[config.mk]
export PLATFORM = sky130hd
export DESIGN_NAME = mpta_div
export DESIGN_NICKNAME = d
export VERILOG_FILES = /design/src/hdl/mpta_pkg.sv /design/src/hdl/mpta_div.sv
export SDC_FILE = /design/constraint.sdc
export NUM_CORES = 2
export LEC_CHECK = 0
export BUFFER_PORTS_ARGS = -buffer_cell sky130_fd_sc_hd__buf_2
export CORE_AREA = 2 2 384 386
export DETAILED_ROUTE_END_ITERATION = 10
export DIE_AREA = 0 0 386 388
export GPL_ROUTABILITY_DRIVEN = 0
export PLACE_DENSITY = 0.81
export REMOVE_ABC_BUFFERS = 1
export SETUP_SLACK_MARGIN = 0.05
export SKIP_LAST_GASP = 1
export SYNTH_ARGS = -nofsm -noshare
export SYNTH_HDL_FRONTEND = slang
export SYNTH_SLANG_ARGS = --single-unit
[constraint.sdc]
create_clock -name clk -period 5.5 [get_ports clk]
set_input_delay 0 -clock clk [delete_from_list [all_inputs] [get_ports clk]]
set_output_delay 0 -clock clk [all_outputs]
set_load 0.05 [all_outputs]
[src/hdl/mpta_pkg.sv]
// shared types and constants for the masked pixel tone adjust block
`default_nettype none
package mpta_pkg;

	localparam int LANES  = 3;
	localparam int NUM_W  = 30;
	localparam int DEN_W  = 18;
	localparam int GW_W   = 25;
	localparam int STEPS  = 8;

	localparam logic [2:0] MODE_BRIGHT   = 3'd0;
	localparam logic [2:0] MODE_SAT      = 3'd1;
	localparam logic [2:0] MODE_HIGH     = 3'd2;
	localparam logic [2:0] MODE_SHADOW   = 3'd3;
	localparam logic [2:0] MODE_WB       = 3'd4;
	localparam logic [2:0] MODE_CONTRAST = 3'd5;

	localparam logic REG_MODE = 1'b0;
	localparam logic REG_GAIN = 1'b1;

	// 255^2 * 4, denominator of (v - 0.5)^2 in the tone curves
	localparam logic [DEN_W-1:0] TONE_DEN = 18'd260100;

	typedef struct packed {
		logic [7:0] red_in;
		logic [7:0] green_in;
		logic [7:0] blue_in;
		logic [8:0] mask_weight;
	} pix_word_t;

	typedef struct packed {
		logic [7:0] red_out;
		logic [7:0] green_out;
		logic [7:0] blue_out;
	} res_word_t;

	typedef struct packed {
		logic             dir;
		logic             sat;
		logic [7:0]       dval;
		logic [7:0]       q;
		logic [NUM_W-1:0] num;
		logic [DEN_W-1:0] den;
	} lane_t;

	typedef struct packed {
		logic                   valid;
		logic signed [GW_W-1:0] gw;
		lane_t [LANES-1:0]      lane;
	} div_in_t;

	typedef struct packed {
		logic                   valid;
		logic signed [GW_W-1:0] gw;
		logic [LANES-1:0][7:0]  pix;
	} div_out_t;

endpackage
`default_nettype wire

[src/hdl/mpta_div.sv]
// pipelined saturating divider, one quotient bit per stage, three lanes
`default_nettype none
module mpta_div (
	input  logic               clk,
	input  logic               arst_n,
	input  logic               en,
	input  mpta_pkg::div_in_t  din,
	output mpta_pkg::div_out_t dout
);
	import mpta_pkg::*;

	div_in_t          stg_s [STEPS];
	div_in_t          src   [STEPS];
	div_in_t          nxt   [STEPS];
	logic [NUM_W-1:0] trial [STEPS][LANES];
	div_in_t          last;

	always_comb begin
		src[0] = din;
		for (int s = 1; s < STEPS; s++) begin
			src[s] = stg_s[s-1];
		end
		for (int s = 0; s < STEPS; s++) begin
			nxt[s] = src[s];
			for (int l = 0; l < LANES; l++) begin
				trial[s][l] = NUM_W'(src[s].lane[l].den) << (STEPS - 1 - s);
				if (s == 0) begin
					nxt[s].lane[l].sat = src[s].lane[l].num >=
						(NUM_W'(src[s].lane[l].den) << STEPS);
				end
				if (src[s].lane[l].num >= trial[s][l]) begin
					nxt[s].lane[l].num = src[s].lane[l].num - trial[s][l];
					nxt[s].lane[l].q   = {src[s].lane[l].q[6:0], 1'b1};
				end else begin
					nxt[s].lane[l].q   = {src[s].lane[l].q[6:0], 1'b0};
				end
			end
		end
	end

	always_ff @(posedge clk or negedge arst_n) begin
		if (!arst_n) begin
			for (int s = 0; s < STEPS; s++) begin
				stg_s[s] <= '0;
			end
		end else if (en) begin
			for (int s = 0; s < STEPS; s++) begin
				stg_s[s] <= nxt[s];
			end
		end
	end

	always_comb begin
		last       = stg_s[STEPS-1];
		dout.valid = last.valid;
		dout.gw    = last.gw;
		for (int l = 0; l < LANES; l++) begin
			if (last.lane[l].dir) begin
				dout.pix[l] = last.lane[l].dval;
			end else if (last.lane[l].sat) begin
				dout.pix[l] = 8'd255;
			end else begin
				dout.pix[l] = last.lane[l].q;
			end
		end
	end

endmodule
`default_nettype wire

**Word-level counts from Yosys, hierarchy flattened**

Index checks and enable logic that the tools add are counted.

- Add/subtract/negate cells: 21
- $lt $le $gt $ge: 27
- Mux-type cells: 51

Operator list:

| kind | count |
|---|---|
| 30-bit two-way mux | 21 |
| 30-bit by 18-bit >= comparator with 1-bit output | 3 |
| 30-bit by 19-bit >= comparator with 1-bit output | 3 |
| 30-bit by 20-bit >= comparator with 1-bit output | 3 |
| 30-bit by 21-bit >= comparator with 1-bit output | 3 |
| 30-bit by 22-bit >= comparator with 1-bit output | 3 |
| 30-bit by 23-bit >= comparator with 1-bit output | 3 |
| 30-bit by 24-bit >= comparator with 1-bit output | 3 |
| 30-bit by 25-bit >= comparator with 1-bit output | 3 |
| 30-bit by 26-bit >= comparator with 1-bit output | 3 |
| 30-bit by 19-bit subtractor with 30-bit output | 3 |
| 30-bit by 20-bit subtractor with 30-bit output | 3 |
| 30-bit by 21-bit subtractor with 30-bit output | 3 |
| 30-bit by 22-bit subtractor with 30-bit output | 3 |
| 30-bit by 23-bit subtractor with 30-bit output | 3 |
| 30-bit by 24-bit subtractor with 30-bit output | 3 |
| 30-bit by 25-bit subtractor with 30-bit output | 3 |
| 8-bit two-way mux | 6 |
| 1-bit two-way mux | 24 |

- Logic and storage cells: 253
- Bits of input ports: 227
- Bits in registers: 1564

**Depth between registers and ports, before layout**

- Depth in word-level cells: 2
- Mapped depth: 15
- Mapped depth without buffers: 13

**Least setup slack after synthesis**

OpenSTA, ideal clock, no wires.

- Kind: register to register
- Start point: register stg_s (netlist bit src[534])
- End point: register stg_s (netlist bit src[317])
- Stages on the path, launching flop included: 14
- Arrival: 3.176 ns
- Setup slack: 2.187 ns
- Period minus slack after synthesis: 3.313 ns
- Path through: dfrtp_1 -> inv_1 -> ha_1 -> inv_1 -> fa_1 -> a21o_1 -> a311o_1 -> a211oi_1 -> o221ai_1 -> a211oi_2 -> clkbuf_1 -> nor2_1 -> a21oi_1 -> a21oi_1

- Cells in the longest elaborated chain, start to end: 2
- Elaborated cells between the ends (all ways): 3
- Those cells by class: add/sub (1); order compare (1); mux (1)

RTL lines:

| element | RTL line | text |
|---|---|---|
| from (decl) | mpta_div.sv:12 | `div_in_t stg_s [STEPS];` |
| from (signal, indexed assignment) | mpta_div.sv:48 | `stg_s[s] <= nxt[s];` |
| 30-bit by 20-bit subtractor with 30-bit output or 30-bit by 20-bit >= comparator with 1-bit output (tied branches) | mpta_div.sv:32, mpta_div.sv:31 |  |
| 30-bit two-way mux (*) | mpta_div.sv:31 | `if (src[s].lane[l].num >= trial[s][l]) begin` |

Mark *: on every way between the ends. The rest lies on a longest branch, timed or not.
A chain may end at the register's enable or synchronous reset.

**Worst setup path in the final report**

- Start point: input din[135] (netlist bit)
- End point: register stg_s (netlist bit src[1503])

- Cells in the longest elaborated chain, start to end: 2

RTL lines:

| element | RTL line | text |
|---|---|---|
| from (decl) | mpta_div.sv:7 | `input mpta_pkg::div_in_t din,` |
| 30-bit by 25-bit >= comparator with 1-bit output | mpta_div.sv:31 |  |
| 30-bit two-way mux | mpta_div.sv:31 |  |

No other way between the ends.

==> parameters.txt <==
Parameter                              Value

Setup path
  Startpoint type of the worst setup path ... primary input
  Data arrival time of the worst path ... 5350 ps
  Data required time at the worst endpoint ... 6210 ps
  Worst flop-to-flop path startpoint ... src[468]
  Critical register-to-register path endpoint ... src[246]
  Sort of element at the end of the critical path ... flip-flop
  Critical Path Fanout Max ... 21
  Most frequent cell on the critical path ... sky130_fd_sc_hd__dlygate4sd3_1
  Crit-path max cell delay ... 870 ps
  Kind of cell adding the most delay to the critical path ... buffers and inverters
  Worst Setup Path Type ... primary input to flip-flop
  Highest-delay cell along the critical path ... sky130_fd_sc_hd__a31oi_2
  List of cells traversed by the critical path ... dlygate4sd3_1 -> buf_2 -> inv_1 -> ha_1 -> a21o_1 -> a21o_1 -> o21ai_0 -> a21oi_1 -> or3_1 -> a31oi_2 -> buf_4 -> o21ai_0 -> dlygate4sd3_1 -> mux2_2 -> dlygate4sd3_1
  Setup slack, reg-to-reg ... 1340 ps
  Reg2reg path depth ... 12
  Critical path launch point ... din[135]
  Number of buffers and inverters on the critical path ... 6

Clock network
  Number of buffers added by the clock tree synthesis step ... 168
  Buffer count from post-CTS setup fixing ... 0
  Post-cts sizing count ... 0
  Count of hold buffers inserted by post-cts repair ... 395
  Number of levels the H-tree was split into ... 4
  Root Buffer ... sky130_fd_sc_hd__clkbuf_16
  Clk sinks ... 1564
  Clk slew on worst S/H paths ... 70 ps
  Clock insertion delay at the later pin of the skew report ... 830 ps
  Worst-case clock buffer depth ... 3
  TritonCTS clock tree ... done

STA
  Final Max Slew Viols ... 0
  Worst clock skew ... 43.6 ps
  Slew at the pin with the worst max-slew slack ... 1200 ps
  RSZ-0062 raised after global routing ... no
  Normalized max-slew margin ... 0.187
  Number of hold-slack violations in the final timing report ... 0
  Minimum clock period after layout ... 4640 ps
  Highest clock rate ... 0.216 GHz
  Share of the clock period used by the worst path after layout ... 0.843
  Final-report setup violation count ... 0

Logic synthesis
  Cell taking the most area after synthesis ... sky130_fd_sc_hd__dfrtp_1
  Proportion of synthesized flip-flops having asynchronous set or reset ... 1.00
  Number of library cell types mapped by synthesis ... 95
  Fraction of post-synthesis cell area in the top cell type by area ... 0.451
  Post-Syn Area per Cell ... 9.60 um^2
  Synthesized instance count ... 9039
  Number of synthesized flops with an enable pin ... 0
  Post-synthesis xor/xnor area fraction ... 0.0440
  Register bit total from synthesis ... 1564
  Portion of netlist area occupied by mux cells ... 0.0998
  Fraction of the mapped netlist area in adder cells ... 0.0749
  Yosys warns ... 0
  Largest cells by area after synthesis ... sky130_fd_sc_hd__dfrtp_1 (45%), sky130_fd_sc_hd__mux2_2 (8.3%), sky130_fd_sc_hd__ha_1 (7.0%)
  Prevailing post-synth register cell ... sky130_fd_sc_hd__dfrtp_1
  Sequential area share after synthesis ... 0.451
  Share of the synthesized area in compound gates (AO/OA/AOI/OAI) ... 0.159
  Most frequent cell after synthesis ... sky130_fd_sc_hd__dfrtp_1
  Simple-Gate Fraction of Synth Area ... 0.127
  Combinational family with the most area after synthesis ... compound AO/OA/AOI/OAI gates
  Area of the mapped netlist ... 86800 um^2
  Commonest cells in the synthesized netlist ... sky130_fd_sc_hd__dfrtp_1 (1564), sky130_fd_sc_hd__a21oi_1 (939), sky130_fd_sc_hd__nor2_1 (931), sky130_fd_sc_hd__nand2_1 (717), sky130_fd_sc_hd__o21ai_0 (674)

Floorplan
  Die Footprint ... 150000 um^2
  Horiz. Die Dim ... 386 um
  Core Area ... 145000 um^2
  Num rows ... 140
  # IOs ... 277
  Die Height ... 388 um
  Initial cell density of the core ... 0.598

Detailed routing
  Detailed-routing iteration count for the pre-antenna-repair pass ... 9
  Remaining design rule violation count ... 0
  Starting DRC count in detailed routing ... 6638
  Detail Route Antenna Nets ... 0
  DR vias/cell ... 6.04
  Post-DR wirelength/cell ... 18.9 um
  Routed Wire Length ... 219000 um
  Routed via count ... 69800

Status
  Outcome ... complete, no violations

Placement
  PortBufs ... 249
  Total half-perimeter wirelength after legalization and detailed placement ... 140000 um

Power
  Clk pwr share ... 0.232
  Leak pwr ... 43.1 nW
  Combinational share of power ... 0.421
  Net Switching ... 19.3 mW
  PnR Total Power ... 49.5 mW
  Peak supply drop ... 339 uV
  Switching Fraction ... 0.390
  Flop pwr share ... 0.347
  Power Internal ... 30.2 mW
  Pwr/cell area ... 500 nW/um^2

Layout
  Register cell area after layout ... 39100 um^2
  Fraction of the core area covered by cells at the end of the flow ... 0.682
  Filler cell count ... 10200
  Multi-input gate area ... 43800 um^2
  Fraction of final layout cells with drive strength greater than 1 ... 0.136
  Signed area change from the synthesized netlist to the final layout ... 14.1%
  Nets ... 10200

Global routing
  Maximum number of pins on one net before global-route repair ... 240
  Sum of overflow across all layers after global routing ... 0
  Total track usage ... 0.291
  Number of global-route vias before repair ... 69000
  Number of antenna violations at the first check in global routing ... 18
  Wire length of the first global-routing pass ... 357000 um

Worst hold path
  Worst hold path cell count ... 4
  Beginning of the worst hold path ... din[73]
  Path category of the worst min-delay check ... primary input to flip-flop
  Hold-critical path endpoint ... nxt[1417]

Run
  Number of max-cap violations ... 0
-- through the flow --
stage	instance area, um^2	instances	setup slack [ps]	setup TNS, ps	hold WS [ps]
2_1_floorplan	85000	8603	-2190	-50770	-296
3_3_place_gp	89400	10800	1540	0	73.5
3_5_place_dp	89400	10800	1480	0	81.7
4_1_cts	99000	11500	1120	0	2.64
5_1_grt	99000	11500	622	0	54.8
6_report	99000	11500	861	0	66.5
-- power by group through the flow --
stage | clock network (mW) | logic (mW) | registers (mW)
CTS | 11.6 | 20.2 | 17.1
detailed placement | 0 | 19.7 | 17.2
floorplan | 0 | 15.3 | 16.6
global route | 12.2 | 23.0 | 17.6
global placement | 0 | 18.8 | 17.0
finish | 11.5 | 20.8 | 17.2
-- cells in the final DEF, fill, tap and decap left out, types with 33 or more instances in the layout --
cell type / instances
sky130_fd_sc_hd__dfrtp_1: 1564
sky130_fd_sc_hd__a21oi_1: 938
sky130_fd_sc_hd__nor2_1: 930
sky130_fd_sc_hd__nand2_1: 717
sky130_fd_sc_hd__o21ai_0: 674
sky130_fd_sc_hd__mux2_2: 643
sky130_fd_sc_hd__inv_1: 551
sky130_fd_sc_hd__ha_1: 486
sky130_fd_sc_hd__dlygate4sd3_1: 394
sky130_fd_sc_hd__xnor2_1: 253
sky130_fd_sc_hd__buf_2: 247
sky130_fd_sc_hd__a21o_1: 188
sky130_fd_sc_hd__xor2_1: 183
sky130_fd_sc_hd__clkbuf_16: 168
sky130_fd_sc_hd__mux2i_1: 142
sky130_fd_sc_hd__nor3_1: 116
sky130_fd_sc_hd__nand3_1: 92
sky130_fd_sc_hd__nand4_1: 79
sky130_fd_sc_hd__nor2b_1: 78
sky130_fd_sc_hd__a31oi_1: 78
sky130_fd_sc_hd__o21a_1: 75
sky130_fd_sc_hd__nor4_1: 67
sky130_fd_sc_hd__nand2b_1: 58
sky130_fd_sc_hd__a211oi_1: 55
sky130_fd_sc_hd__or3_1: 55
sky130_fd_sc_hd__buf_4: 47
sky130_fd_sc_hd__o21bai_1: 46
sky130_fd_sc_hd__and3_1: 37
sky130_fd_sc_hd__clkbuf_8: 36
sky130_fd_sc_hd__clkbuf_1: 35
sky130_fd_sc_hd__o211ai_1: 33
sky130_fd_sc_hd__clkinv_2: 33
-- metal layers --
layer / up-vias / routed length, um / track usage / part of all wire
met5: - / 56 / 0 / 0.00026
met4: 10 / 11700 / 0.144 / 0.054
met3: 892 / 15100 / 0.0542 / 0.069
met2: 2969 / 102000 / 0.471 / 0.47
met1: 33300 / 89500 / 0.374 / 0.41
li1: 32600 / - / - / -
-- area by class of cell --
class	instances	area share
tap	1917	0.0242
clock inverter	71	0.00823
clock buffer	239	0.0488
antenna	10	0.000253
timing repair buffer	705	0.0594
inverter	552	0.0209
sequential	1564	0.395
multi-input combinational	6487	0.443
-- worst reg2reg max path, cell delays in order (launching register included) --
cell and delay (ps):
sky130_fd_sc_hd__dfrtp_1 380, sky130_fd_sc_hd__inv_1 80, sky130_fd_sc_hd__ha_1 170, sky130_fd_sc_hd__inv_1 60
sky130_fd_sc_hd__fa_1 420, sky130_fd_sc_hd__a211oi_1 390, sky130_fd_sc_hd__o21bai_1 160, sky130_fd_sc_hd__a31oi_1 410
sky130_fd_sc_hd__o21ai_0 330, sky130_fd_sc_hd__a2111oi_2 780, sky130_fd_sc_hd__buf_4 430, sky130_fd_sc_hd__o21ai_0 160
sky130_fd_sc_hd__mux2_2 270
-- registers in the layout, indices dropped and copies added, names as in the netlist --
| name | count |
|---|---|
| nxt | 770 |
| src | 714 |
| last | 54 |
| dout | 26 |
-- logic make-up after synthesis --
group,count (synthesis)
compound gates,2337
xor+xnor,436
fa+ha+maj,507
buf+inv,988
flops,1564
mux,785
simple gates,2422
-- worst max-delay path by stage --
stage | endpoint | slack, ps | cells after the start
final | src[1503] | 860 | 15
after global routing | src[1503] | 620 | 15
after CTS | src[1503] | 1120 | 15
after detailed placement | src[251] | 1480 | 12
after global placement | src[251] | 1540 | 12
after floorplan | src[271] | -2190 | 13
(Power assumes the default switching activity.)
